## src/hw/rtl/slcc_pkg.sv

```systemverilog
// Shared types and constants for the source line comment classifier.
// No dependencies; used by source_line_comment_classifier_unit.
`default_nettype none

package slcc_pkg;

    // Lexer modes, one-hot
    typedef enum logic [4:0] {
        LX_CODE          = 5'b00001,
        LX_STRING        = 5'b00010,
        LX_CHAR          = 5'b00100,
        LX_LINE_COMMENT  = 5'b01000,
        LX_BLOCK_COMMENT = 5'b10000
    } lexer_mode_t;

    // Item kinds on the input channel
    localparam logic MODE_CHAR = 1'b0;
    localparam logic MODE_EOL  = 1'b1;

    // Delimiter bytes
    localparam logic [7:0] CH_BACKSLASH = 8'h5C;
    localparam logic [7:0] CH_SLASH     = 8'h2F;
    localparam logic [7:0] CH_STAR      = 8'h2A;
    localparam logic [7:0] CH_DQUOTE    = 8'h22;
    localparam logic [7:0] CH_SQUOTE    = 8'h27;

    typedef struct packed {
        logic       mode;
        logic [7:0] character;
    } src_word_t;

    typedef struct packed {
        logic line_blank;
        logic line_has_code;
        logic line_has_comment;
    } res_word_t;

    function automatic logic is_space(input logic [7:0] c);
        is_space = (c == 8'h20) || (c == 8'h09) || (c == 8'h0A) ||
                   (c == 8'h0B) || (c == 8'h0C) || (c == 8'h0D);
    endfunction

endpackage

`default_nettype wire

```

## src/hw/rtl/source_line_comment_classifier_unit.sv

```systemverilog
// Top level of the source line comment classifier.
// Depends on slcc_pkg for word types, lexer modes and delimiter constants.
//
// Usage:
//   src channel (src_valid / src_stall / src_word) carries one word per source
//   byte (mode = character) or one end-of-line word (mode = end of line).
//   res channel (res_valid / res_stall / res_word) carries one word per end of
//   line: blank, has code, has comment flags for the line just closed.
//   Character words produce no result.
// Throughput: one source word per cycle while src_stall is low. Each word is
//   captured in an input register, and the lexer state is updated from there.
// Result path: the result of an end-of-line word is computed from the input
//   register and registered in the output register (or the skid register).
// Stall: results queue in an output register plus one skid register, so the
//   source keeps flowing while one result waits. src_stall rises only when the
//   skid register is full and a word waits in the input register.
// Reset (rst_n low, asynchronous): lexer in code mode, all flags cleared,
//   no words held on either side.
`default_nettype none

module source_line_comment_classifier_unit (
    input  wire                 clk,
    input  wire                 rst_n,
    input  wire                 src_valid,
    output logic                src_stall,
    input  slcc_pkg::src_word_t src_word,
    output logic                res_valid,
    input  wire                 res_stall,
    output slcc_pkg::res_word_t res_word
);

    // Input stage
    logic                in_valid_reg;
    slcc_pkg::src_word_t in_word_reg;

    // Lexer state
    slcc_pkg::lexer_mode_t lex_mode_reg, lex_mode_next;
    logic escaped_reg, escaped_next;
    logic pending_reg, pending_next;
    logic nonblank_reg, nonblank_next;
    logic code_reg, code_next;
    logic comment_reg, comment_next;

    // Output register and skid
    logic                out_valid_reg;
    slcc_pkg::res_word_t out_word_reg;
    logic                skid_valid_reg;
    slcc_pkg::res_word_t skid_word_reg;

    logic                src_take;
    logic                fire;
    logic                produce;
    logic                out_pop;
    slcc_pkg::res_word_t result;

    assign src_stall = in_valid_reg & skid_valid_reg;
    assign src_take  = src_valid & ~src_stall;
    assign fire      = in_valid_reg & ~skid_valid_reg;
    assign produce   = fire & (in_word_reg.mode == slcc_pkg::MODE_EOL);
    assign out_pop   = out_valid_reg & ~res_stall;

    assign res_valid = out_valid_reg;
    assign res_word  = out_word_reg;

    // Capture source words
    always_ff @(posedge clk or negedge rst_n)
    begin
        if (!rst_n)
        begin
            in_valid_reg <= 1'b0;
        end
        else if (src_take)
        begin
            in_valid_reg <= 1'b1;
        end
        else if (fire)
        begin
            in_valid_reg <= 1'b0;
        end
    end

    always_ff @(posedge clk)
    begin
        if (src_take)
        begin
            in_word_reg <= src_word;
        end
    end

    // Lexer next state
    always_comb
    begin
        logic [7:0] c;
        logic       done;
        logic       esc_upd;
        logic       pend_code;

        c         = in_word_reg.character;
        done      = 1'b0;
        esc_upd   = (c == slcc_pkg::CH_BACKSLASH) ? ~escaped_reg : 1'b0;
        pend_code = pending_reg & (lex_mode_reg == slcc_pkg::LX_CODE);

        lex_mode_next = lex_mode_reg;
        escaped_next  = escaped_reg;
        pending_next  = pending_reg;
        nonblank_next = nonblank_reg;
        code_next     = code_reg;
        comment_next  = comment_reg;

        result.line_blank       = ~nonblank_reg;
        result.line_has_code    = code_reg | pend_code;
        result.line_has_comment = comment_reg;

        if (in_word_reg.mode == slcc_pkg::MODE_CHAR)
        begin
            // Resolve a held slash or star against this byte
            if (pending_reg)
            begin
                pending_next = 1'b0;
                if (lex_mode_reg == slcc_pkg::LX_CODE)
                begin
                    if (c == slcc_pkg::CH_SLASH || c == slcc_pkg::CH_STAR)
                    begin
                        lex_mode_next = (c == slcc_pkg::CH_SLASH) ?
                            slcc_pkg::LX_LINE_COMMENT : slcc_pkg::LX_BLOCK_COMMENT;
                        comment_next  = 1'b1;
                        escaped_next  = 1'b0;
                        done          = 1'b1;
                    end
                    else
                    begin
                        code_next = 1'b1;
                    end
                end
                else if (lex_mode_reg == slcc_pkg::LX_BLOCK_COMMENT)
                begin
                    if (c == slcc_pkg::CH_SLASH)
                    begin
                        lex_mode_next = slcc_pkg::LX_CODE;
                        escaped_next  = 1'b0;
                        done          = 1'b1;
                    end
                end
            end

            // Ordinary byte handling; whitespace leaves everything alone
            if (!done && !slcc_pkg::is_space(c))
            begin
                nonblank_next = 1'b1;
                escaped_next  = esc_upd;
                unique case (lex_mode_reg)
                    slcc_pkg::LX_CODE:
                    begin
                        if (!escaped_reg && c == slcc_pkg::CH_SLASH)
                        begin
                            pending_next = 1'b1;
                            escaped_next = 1'b0;
                        end
                        else
                        begin
                            code_next = 1'b1;
                            if (c == slcc_pkg::CH_SQUOTE)
                            begin
                                lex_mode_next = slcc_pkg::LX_CHAR;
                            end
                            else if (!escaped_reg && c == slcc_pkg::CH_DQUOTE)
                            begin
                                lex_mode_next = slcc_pkg::LX_STRING;
                            end
                        end
                    end
                    slcc_pkg::LX_STRING:
                    begin
                        code_next = 1'b1;
                        if (c == slcc_pkg::CH_DQUOTE && !escaped_reg)
                        begin
                            lex_mode_next = slcc_pkg::LX_CODE;
                        end
                    end
                    slcc_pkg::LX_CHAR:
                    begin
                        code_next = 1'b1;
                        if (c == slcc_pkg::CH_SQUOTE && !escaped_reg)
                        begin
                            lex_mode_next = slcc_pkg::LX_CODE;
                        end
                    end
                    slcc_pkg::LX_LINE_COMMENT:
                    begin
                        comment_next = 1'b1;
                    end
                    slcc_pkg::LX_BLOCK_COMMENT:
                    begin
                        comment_next = 1'b1;
                        if (c == slcc_pkg::CH_STAR)
                        begin
                            pending_next = 1'b1;
                        end
                    end
                    default:
                    begin
                    end
                endcase
            end
        end
        else
        begin
            // End of line: an escaped line end keeps the mode, as does an open block comment
            if (!(escaped_reg && !pend_code) &&
                lex_mode_reg != slcc_pkg::LX_BLOCK_COMMENT)
            begin
                lex_mode_next = slcc_pkg::LX_CODE;
            end
            escaped_next  = 1'b0;
            pending_next  = 1'b0;
            nonblank_next = 1'b0;
            code_next     = 1'b0;
            comment_next  = (lex_mode_next == slcc_pkg::LX_LINE_COMMENT) ||
                            (lex_mode_next == slcc_pkg::LX_BLOCK_COMMENT);
        end
    end

    // Advance lexer state
    always_ff @(posedge clk or negedge rst_n)
    begin
        if (!rst_n)
        begin
            lex_mode_reg <= slcc_pkg::LX_CODE;
            escaped_reg  <= 1'b0;
            pending_reg  <= 1'b0;
            nonblank_reg <= 1'b0;
            code_reg     <= 1'b0;
            comment_reg  <= 1'b0;
        end
        else if (fire)
        begin
            lex_mode_reg <= lex_mode_next;
            escaped_reg  <= escaped_next;
            pending_reg  <= pending_next;
            nonblank_reg <= nonblank_next;
            code_reg     <= code_next;
            comment_reg  <= comment_next;
        end
    end

    // Output register and skid control
    always_ff @(posedge clk or negedge rst_n)
    begin
        if (!rst_n)
        begin
            out_valid_reg  <= 1'b0;
            skid_valid_reg <= 1'b0;
        end
        else
        begin
            if (skid_valid_reg)
            begin
                if (out_pop)
                begin
                    skid_valid_reg <= 1'b0;
                end
            end
            else if (produce)
            begin
                out_valid_reg <= 1'b1;
                if (out_valid_reg && !out_pop)
                begin
                    skid_valid_reg <= 1'b1;
                end
            end
            else if (out_pop)
            begin
                out_valid_reg <= 1'b0;
            end
        end
    end

    // Result payloads
    always_ff @(posedge clk)
    begin
        if (skid_valid_reg)
        begin
            if (out_pop)
            begin
                out_word_reg <= skid_word_reg;
            end
        end
        else if (produce)
        begin
            if (!out_valid_reg || out_pop)
            begin
                out_word_reg <= result;
            end
            else
            begin
                skid_word_reg <= result;
            end
        end
    end

    // Checks
    a_skid_needs_out: assert property (@(posedge clk) disable iff (!rst_n)
        skid_valid_reg |-> out_valid_reg)
        else $error("skid register holds a word while output register is empty");

    a_pending_mode: assert property (@(posedge clk) disable iff (!rst_n)
        pending_reg |-> (lex_mode_reg == slcc_pkg::LX_CODE ||
                         lex_mode_reg == slcc_pkg::LX_BLOCK_COMMENT))
        else $error("pending delimiter outside code or block comment");

    a_comment_flag: assert property (@(posedge clk) disable iff (!rst_n)
        (lex_mode_reg == slcc_pkg::LX_LINE_COMMENT ||
         lex_mode_reg == slcc_pkg::LX_BLOCK_COMMENT) |-> comment_reg)
        else $error("comment mode without comment flag");

endmodule

`default_nettype wire
```

## config.mk

```make
export PLATFORM = sky130hd
export DESIGN_NAME = source_line_comment_classifier_unit
export DESIGN_NICKNAME = d
export VERILOG_FILES = /design/src/hw/rtl/slcc_pkg.sv /design/src/hw/rtl/source_line_comment_classifier_unit.sv
export SDC_FILE = /design/constraint.sdc
export NUM_CORES = 1
export LEC_CHECK = 0
export ABC_AREA = 1
export BUFFER_PORTS_ARGS = -buffer_cell sky130_fd_sc_hd__buf_2
export CAP_MARGIN = 20
export CORE_AREA = 10 10 70 72
export DETAILED_ROUTE_END_ITERATION = 8
export DIE_AREA = 0 0 80 82
export GPL_TIMING_DRIVEN = 0
export PLACE_DENSITY = 0.65
export SYNTH_ARGS = -nofsm -noshare
export SYNTH_HDL_FRONTEND = slang
export SYNTH_SLANG_ARGS = --single-unit
export TNS_END_PERCENT = 5
```

## constraint.sdc

```tcl
create_clock -name clk -period 1.9 [get_ports clk]
set_clock_uncertainty 0.05 [all_clocks]
set_input_delay 0.285 -clock clk [delete_from_list [all_inputs] [get_ports clk]]
set_output_delay 0.285 -clock clk [all_outputs]
set_load 0.02 [all_outputs]
```

==> metrics.md, run 1 <==
| Metric | Value |
|---|---|
| Antenna-violating nets left | `0` |
| Largest net degree at the start of global routing | `17` |
| Cell Rows | `22` |
| Crit-path slowest cell | `dfrtp_1` |
| RSZ-0062 raised after global routing | `no` |
| Final instance area | `1780 um2` |
| Routed Wire Length | `3.21 mm` |
| Synthesized flop and latch total | `28` |
| Dpl hpwl | `2.61 mm` |
| Layout cells sized above 1 | `between 20% and 30%` |
| TritonCTS clock tree | `yes` |
| Post-Layout Cell Count | `261` |
| Buf/Inv on CP | `3` |
| Inst Count DP | `256` |
| Max-cap violations | `0` |
| Vias | `1301` |
| Clock latency on the worst-skew pair | `0.33 ns` |
| Worst-margin pin slew | `between 0.6 and 0.7 ns` |
| Worst-path fanout max | `6` |
| Total leakage power | `0.806 nW` |
| Root Buffer | `clkbuf_4` |
| DRC Markers | `0` |
| Post-synthesis sequential area ratio | `49.8%` |
| Synth Instances | `191` |
| Gr ovfl total | `0` |
| Nets@finish | `approximately 230` |
| Initial drt markers | `120` |
| Drt via density | `4.98` |
| Max Slew Vio Count | `0` |
| R2R cell count | `7` |
| GPL Wtd Cong | `0.848` |
| Bufs on Longest Clock Path | `2` |
| Antenna violations before repair | `0` |
| Die boundary width | `approximately 80 um` |
| CORE AREA | `roughly 3600 um2` |
| FFs w/ async S/R, synth | `46.4%` |
| Antenna cells | `0` |
| Fmax | `575 MHz` |
| Most common cell after layout, fill and taps aside | `nand2_1` |
| Fin crit share | `91.6%` |
| Most frequent CP cell | `inv_1` |
| HP Class | `in -> reg` |
| Max FFs per register | `9` |
| Top Layer Used | `met4` |
| WHS Path Cells | `1` |
| Num ports | `18` |
| Crit start category | `flop` |
| Routed wl met2 | `1.48 mm` |
| Commonest non-fill, non-tap cells in the layout | `nand2_1, inv_1, nor2_1, buf_2` |
| Initial Utilization | `43.6%` |
| Post-Syn Nets | `204` |
| Pwr dens | `between 900 and 1000 nW/um2` |
| Wire length on met3 | `172 um` |
| Count of different cell masters after synthesis | `29` |
| Placed cell areas | `1710 um2` |
| Die ar. | `6560 um2` |
| Stages on worst setup path | `7` |
| Drt pass-1 iters | `4` |
| Worst VDD drop | `0.513 mV` |
| Worst-path clk slew | `~0.15 ns` |
| CTS Sinks | `28` |
| Tmin final | `1.74 ns` |
| Avg Cell Area, Syn | `between 8 and 9 um2` |
| Worst path cell trace | `inv_2, nand2_2, nor2_2, inv_1, o21ai_0, inv_1, a21oi_2` |
| Drt wl/cell | `12.3 um` |
| CP max stage delay | `approximately 0.48 ns` |
| Metal1 wirelength | `around 1.5 mm` |
| Port bufs | `17` |
| Yosys warns | `0` |
| Slew margin rel. | `55.8%` |
| Crit Path Class | `reg -> reg` |
| Status | `complete, no violations` |
| All-Layer GR Usage | `11.1%` |
| Die Height | `82 um` |
| Worst Path Arrival | `1.74 ns` |
| Main flop type after synthesis | `edfxtp_1` |
| Syn-to-layout area delta | `13.9%` |
| Final Util | `49.7%` |
| CTS Buf Count | `3` |
| Post-CTS setup buffer count | `0` |
| CTS HTree Levels | `1` |
| Synthesized area | `1560 um2` |
| CP Data Required Time | `1.90 ns` |
| Cell family with most CP delay | `flip-flops` |
| Worst Setup End Kind | `flop` |
| Total Neg Setup Slack | `0 ns` |
| Final Hold Viols | `0` |
| Vias in the first global route | `1339` |
| Global-route wire length before repair | `5.93 mm` |
| Post-synth EDFFs | `15` |
| Final setup violation count | `0` |
## per-stage QoR
stage | total power [W] | setup slack [ns] | hold slack, ns
after floorplan | 0.00117 | 0.263 | -0.0606
after global placement | 0.00130 | -0.0738 | 0.141
after detailed placement | 0.00131 | -0.104 | 0.145
after CTS | 0.00171 | 0.0392 | 0.0530
after global routing | 0.00181 | 0.00804 | 0.0428
final | 0.00170 | 0.160 | 0.0614
## cell type report
cell class / instances / area, um2
Clock inverter: 1 / 30.0
Multi-Input combinational cell: 127 / 657
Tap cell: 48 / 60.1
Inverter: 36 / 135
Clock buffer: 3 / 22.5
Timing Repair Buffer: 18 / 95.1
Sequential cell: 28 / 777
Fill cell: 367 / 1800
## timing repair
action / in CTS / in global routing
cloned: 0 / 0
endpoints found under the hold margin: 12 / 0
resized for setup: 2 / 2
hold buffers: 1 / 0
endpoints found under the setup margin: 3 / 3
## kinds of logic (layout without fill, tap and decap cells)
kind of cell	Yosys count	count (layout)	share of synthesized area, %
xor+xnor	1	1	0.561
buf+inv	36	58	8.66
simple gates	92	92	27.7
compound gates	34	34	13.3
flops	28	28	49.8
## synth_stat cells, types with 2 or more instances
master / instances / area, um2
nand2_1: 37 / 139
inv_1: 31 / 116
nor2_1: 20 / 75.1
edfxtp_1: 15 / 450
o21ai_0: 15 / 75.1
nand3_1: 14 / 70.1
dfrtp_1: 12 / 300
a21oi_1: 8 / 40.0
nand4_1: 7 / 43.8
inv_2: 4 / 15.0
nor2_2: 3 / 18.8
a31oi_1: 2 / 12.5
nand2_2: 2 / 12.5
nand3_2: 2 / 20.0
nor3_1: 2 / 10.0
o21ai_1: 2 / 10.0
o21ai_4: 2 / 32.5
o22ai_1: 2 / 12.5
## worst reg2reg max path: stages (launching register included)
cell,delay [ns]
dfrtp_1,0.48
inv_2,0.14
nand2_2,0.11
nor2_2,0.15
inv_1,0.14
o21ai_0,0.11
inv_1,0.09
a21oi_2,0.19
## where the power goes
| part | switching, W | leakage, nW | internal [W] |
|---|---|---|---|
| Sequential | 0.0000683 | 0.310 | 0.000768 |
| Clock | 0.000183 | 0.0279 | 0.000214 |
| Combinational | 0.000325 | 0.468 | 0.000145 |
## layer usage
metal	vias up	track usage (%)
met5	-	0
li1	674	-
met4	0	4.40
met2	35	18.5
met3	7	2.29
met1	585	13.6
## worst paths after layout
| check | endpoint | start | slack (ns) |
|---|---|---|---|
| setup / recovery | res_word[2] | skid_valid_reg | 0.16 |
| hold / removal | in_word_reg[0] | src_word[0] | 0.06 |
| setup reg to reg | res_word[2] | skid_valid_reg | 0.16 |
| hold reg to reg | skid_word_reg[0] | comment_reg | 0.48 |
| max in group asynchronous | lex_mode_reg[0] | rst_n | 1.23 |
| min in group asynchronous | pending_reg | rst_n | 0.29 |
No activity file was read; power rests on OpenSTA's default activity.
==> run 2, diff against run 1 <==
--- a/config.mk
+++ b/config.mk
@@ -8,11 +8,13 @@
 export ABC_AREA = 1
 export BUFFER_PORTS_ARGS = -buffer_cell sky130_fd_sc_hd__buf_2
 export CAP_MARGIN = 20
-export CORE_AREA = 10 10 70 72
+export CELL_PAD_IN_SITES_DETAIL_PLACEMENT = 1
+export CELL_PAD_IN_SITES_GLOBAL_PLACEMENT = 1
+export CORE_AREA = 2 2 64 66
 export DETAILED_ROUTE_END_ITERATION = 8
-export DIE_AREA = 0 0 80 82
+export DIE_AREA = 0 0 66 68
 export GPL_TIMING_DRIVEN = 0
-export PLACE_DENSITY = 0.65
+export PLACE_DENSITY = 0.78
 export SYNTH_ARGS = -nofsm -noshare
 export SYNTH_HDL_FRONTEND = slang
 export SYNTH_SLANG_ARGS = --single-unit
==> run 2 against run 1 <==
  * Die area is 32% lower
  * Via count is 4.5% higher
  * Wire length is 16% higher
  * Hold slack better by 0.062 ns
  * Core utilization is 3.0 points lower
  * Design area is 1.3% higher
  * Largest cell class unchanged
  * Cell count is 0.77% higher
  * Setup slack worse by 0.0040 ns
  * Fmax is 0.23% lower
  * Sequential power is 0.7% higher
  * Register-to-register slack hardly changed
  * Clock-buffer cell count stayed put
  * Highest routed layer unchanged
==> metrics.md, run 2 (same netlist as run 1, synthesis figures left out) <==
| Metric | Value |
|---|---|
| Routed Wire Length | `3.72 mm (+16%)` |
| Switch share | `33.3% (-0.57 points)` |
| Vias | `1360 (+4.5%)` |
| Root Buffer | `clkbuf_8` |
| Die ar. | `4490 um2 (-32%)` |
| Most common cell after layout, fill and taps aside | `nand2_1` |
| Antenna-violating nets left | `0 (unchanged)` |
| Dpl hpwl | `3.00 mm (+15%)` |
| R2R setup slack | `0.16 ns (about the same)` |
| Drt pass-1 iters | `4 (unchanged)` |
| Switching power | `0.000597 W (+3.6%)` |
| Crit-path slowest cell | `dfrtp_2` |
| CTS Buf Count | `3 (unchanged)` |
| Comb power frac | `26.6% (-1.0 points)` |
| All-Layer GR Usage | `18.3% (+7.3 points)` |
| Layout cells sized above 1 | `20.7% (+0.47 points)` |
| Fmax | `573 MHz (-0.23%)` |
| Final setup violation count | `0 (unchanged)` |
| Die boundary width | `66 um (-18%)` |
| Register area | `778 um2 (+0.16%)` |
| Vias in the first global route | `1389 (+3.7%)` |
| Placed cell areas | `1710 um2 (+0.15%)` |
| Post-place setup slack | `-0.177 ns (-0.0733 ns)` |
| Worst VDD drop | `0.551 mV (+7.4%)` |
| Fin crit share | `91.8% (+0.21 points)` |
| CTS Sinks | `28 (unchanged)` |
| HP Class | `in -> reg` |
| CP max stage delay | `0.47 ns (about the same)` |
| CTS HTree Levels | `1 (unchanged)` |
| Final Hold Viols | `0 (unchanged)` |
| Pwr dens | `998 nW/um2 (+4.1%)` |
| Status | `complete, no violations` |
| GPL Wtd Cong | `0.775 (-8.6%)` |
| Worst-path clk slew | `0.10 ns (-0.05 ns)` |
| PnR worst setup slack | `0.156 ns (-0.00403 ns)` |
| CP Data Required Time | `1.83 ns (-0.07 ns)` |
| Clock Power Share | `26.4% (+3.1 points)` |
| Drt wl/cell | `14.1 um (+15%)` |
| Max FFs per register | `9 (unchanged)` |
| Tmin final | `1.74 ns (+0.00403 ns)` |
| Max Slew Vio Count | `0 (unchanged)` |
| Worst-margin pin slew | `0.657 ns (-0.00293 ns)` |
| Initial drt markers | `24 (-80%)` |
| Syn-to-layout area delta | `15.3%` |
| Commonest non-fill, non-tap cells in the layout | `nand2_1, inv_1, nor2_1, buf_2` |
| Port bufs | `17 (unchanged)` |
| Initial Utilization | `40.5% (-3.1 points)` |
| Crit start category | `flop` |
| RSZ-0062 raised after global routing | `no` |
| Clock latency on the worst-skew pair | `0.28 ns (-0.05 ns)` |
| CORE AREA | `3860 um2 (+7.8%)` |
| DRC Markers | `0 (unchanged)` |
| Fillers | `484 (+32%)` |
| Die Height | `68 um (-17%)` |
| Max-cap violations | `0 (unchanged)` |
| Final Util | `46.7% (-3.0 points)` |
| Nets@finish | `227 (unchanged)` |
| Num ports | `18 (unchanged)` |
| Most frequent CP cell | `inv_1` |
| Total leakage power | `0.813 nW (+0.79%)` |
| Worst Setup End Kind | `flop` |
| TritonCTS clock tree | `yes` |
| Global-route wire length before repair | `6.20 mm (+4.5%)` |
| Pint | `0.00120 W (+6.3%)` |
| Bufs on Longest Clock Path | `2 (unchanged)` |
| Worst Path Arrival | `1.68 ns (-0.06 ns)` |
| Gr ovfl total | `0 (unchanged)` |
| Slew margin rel. | `56.0% (+0.20 points)` |
| Worst-path fanout max | `6 (unchanged)` |
| Final instance area | `1800 um2 (+1.3%)` |
| Antenna cells | `0 (unchanged)` |
| Sequential share of power | `47.0% (-2.1 points)` |
| Inst Count DP | `258 (+0.78%)` |
| Largest net degree at the start of global routing | `17 (unchanged)` |
| Worst path cell trace | `inv_2, nand2_2, nor2_2, inv_1, o21ai_0, inv_1, a21oi_2` |
| Antenna violations before repair | `0 (unchanged)` |
| Cell Rows | `23 (+4.5%)` |
| Crit Path Class | `reg -> reg` |
| Post-Layout Cell Count | `263 (+0.77%)` |
| Area of the multi-input gates | `657 um2 (unchanged)` |
| Drt via density | `5.17 (+3.7%)` |
==> run 2: cell counts in the layout (fill, tap and decap cells not counted) <==
Identical to the previous run, type by type.
==> run 2: power groups by stage <==
stage	registers, W	clock network, W	logic (W)
after floorplan	0.000873	0	0.000296
after global placement	0.000844	0	0.000453
after detailed placement	0.000851	0	0.000469
after CTS	0.000840	0.000482	0.000482
after global routing	0.000858	0.000501	0.000536
final	0.000843	0.000475	0.000478
==> run 2: timing repair <==
action                                 4_1_cts  5_1_grt
resized for setup                            3        2
hold buffers                                 1        0
setup buffers                                0        0
setup endpoints to repair                    3        3
cloned                                       0        0
pin swaps                                    0        0
endpoints found under the hold margin       12        0
==> run 2: final cells by class <==
| type | instances | area share (%) |
|---|---|---|
| Timing Repair Buffer | 18 | 5.29 |
| Clock buffer | 3 | 2.29 |
| Tap cell | 50 | 3.48 |
| Sequential cell | 28 | 43.3 |
| Clock inverter | 1 | 1.67 |
| Multi-Input combinational cell | 127 | 36.5 |
| Inverter | 36 | 7.51 |
==> run 2: path summary, 6_finish.rpt <==
| kind | start | end | cells past startpoint |
|---|---|---|---|
| min in group asynchronous | rst_n | comment_reg | 2 |
| setup reg to reg | skid_valid_reg | res_word[0] | 7 |
| hold reg to reg | comment_reg | skid_word_reg[0] | 0 |
| setup / recovery | skid_valid_reg | res_word[0] | 7 |
| max in group asynchronous | rst_n | lex_mode_reg[0] | 2 |
| hold / removal | src_word[7] | in_word_reg[7] | 1 |
==> run 2: critical path: cells and delay by family, from the launching register on <==
kind | cells | cell delay, ns
DFF | 1 | 0.47
AOI/OAI and AO/OA | 2 | 0.30
buffers and inverters | 3 | 0.35
and+or+nand+nor | 2 | 0.27
==> run 2: metrics by stage <==
step	hold slack, ns	total power (W)	TNS, ns
floorplan	-0.0606	0.00117	0
global placement	0.147	0.00130	-0.343
detailed placement	0.151	0.00132	-0.531
CTS	0.121	0.00180	0
global route	0.119	0.00190	0
finish	0.123	0.00180	0
==> run 2: layer usage <==
metal  part of all wire, %  GRT usage (%)  up-vias
met1                    44           21.6      657
met4                  0.97           3.83        0
met2                    52           35.5       25
met3                   3.1           2.47        5
met5                     0              0        -
li1                      -              -      673
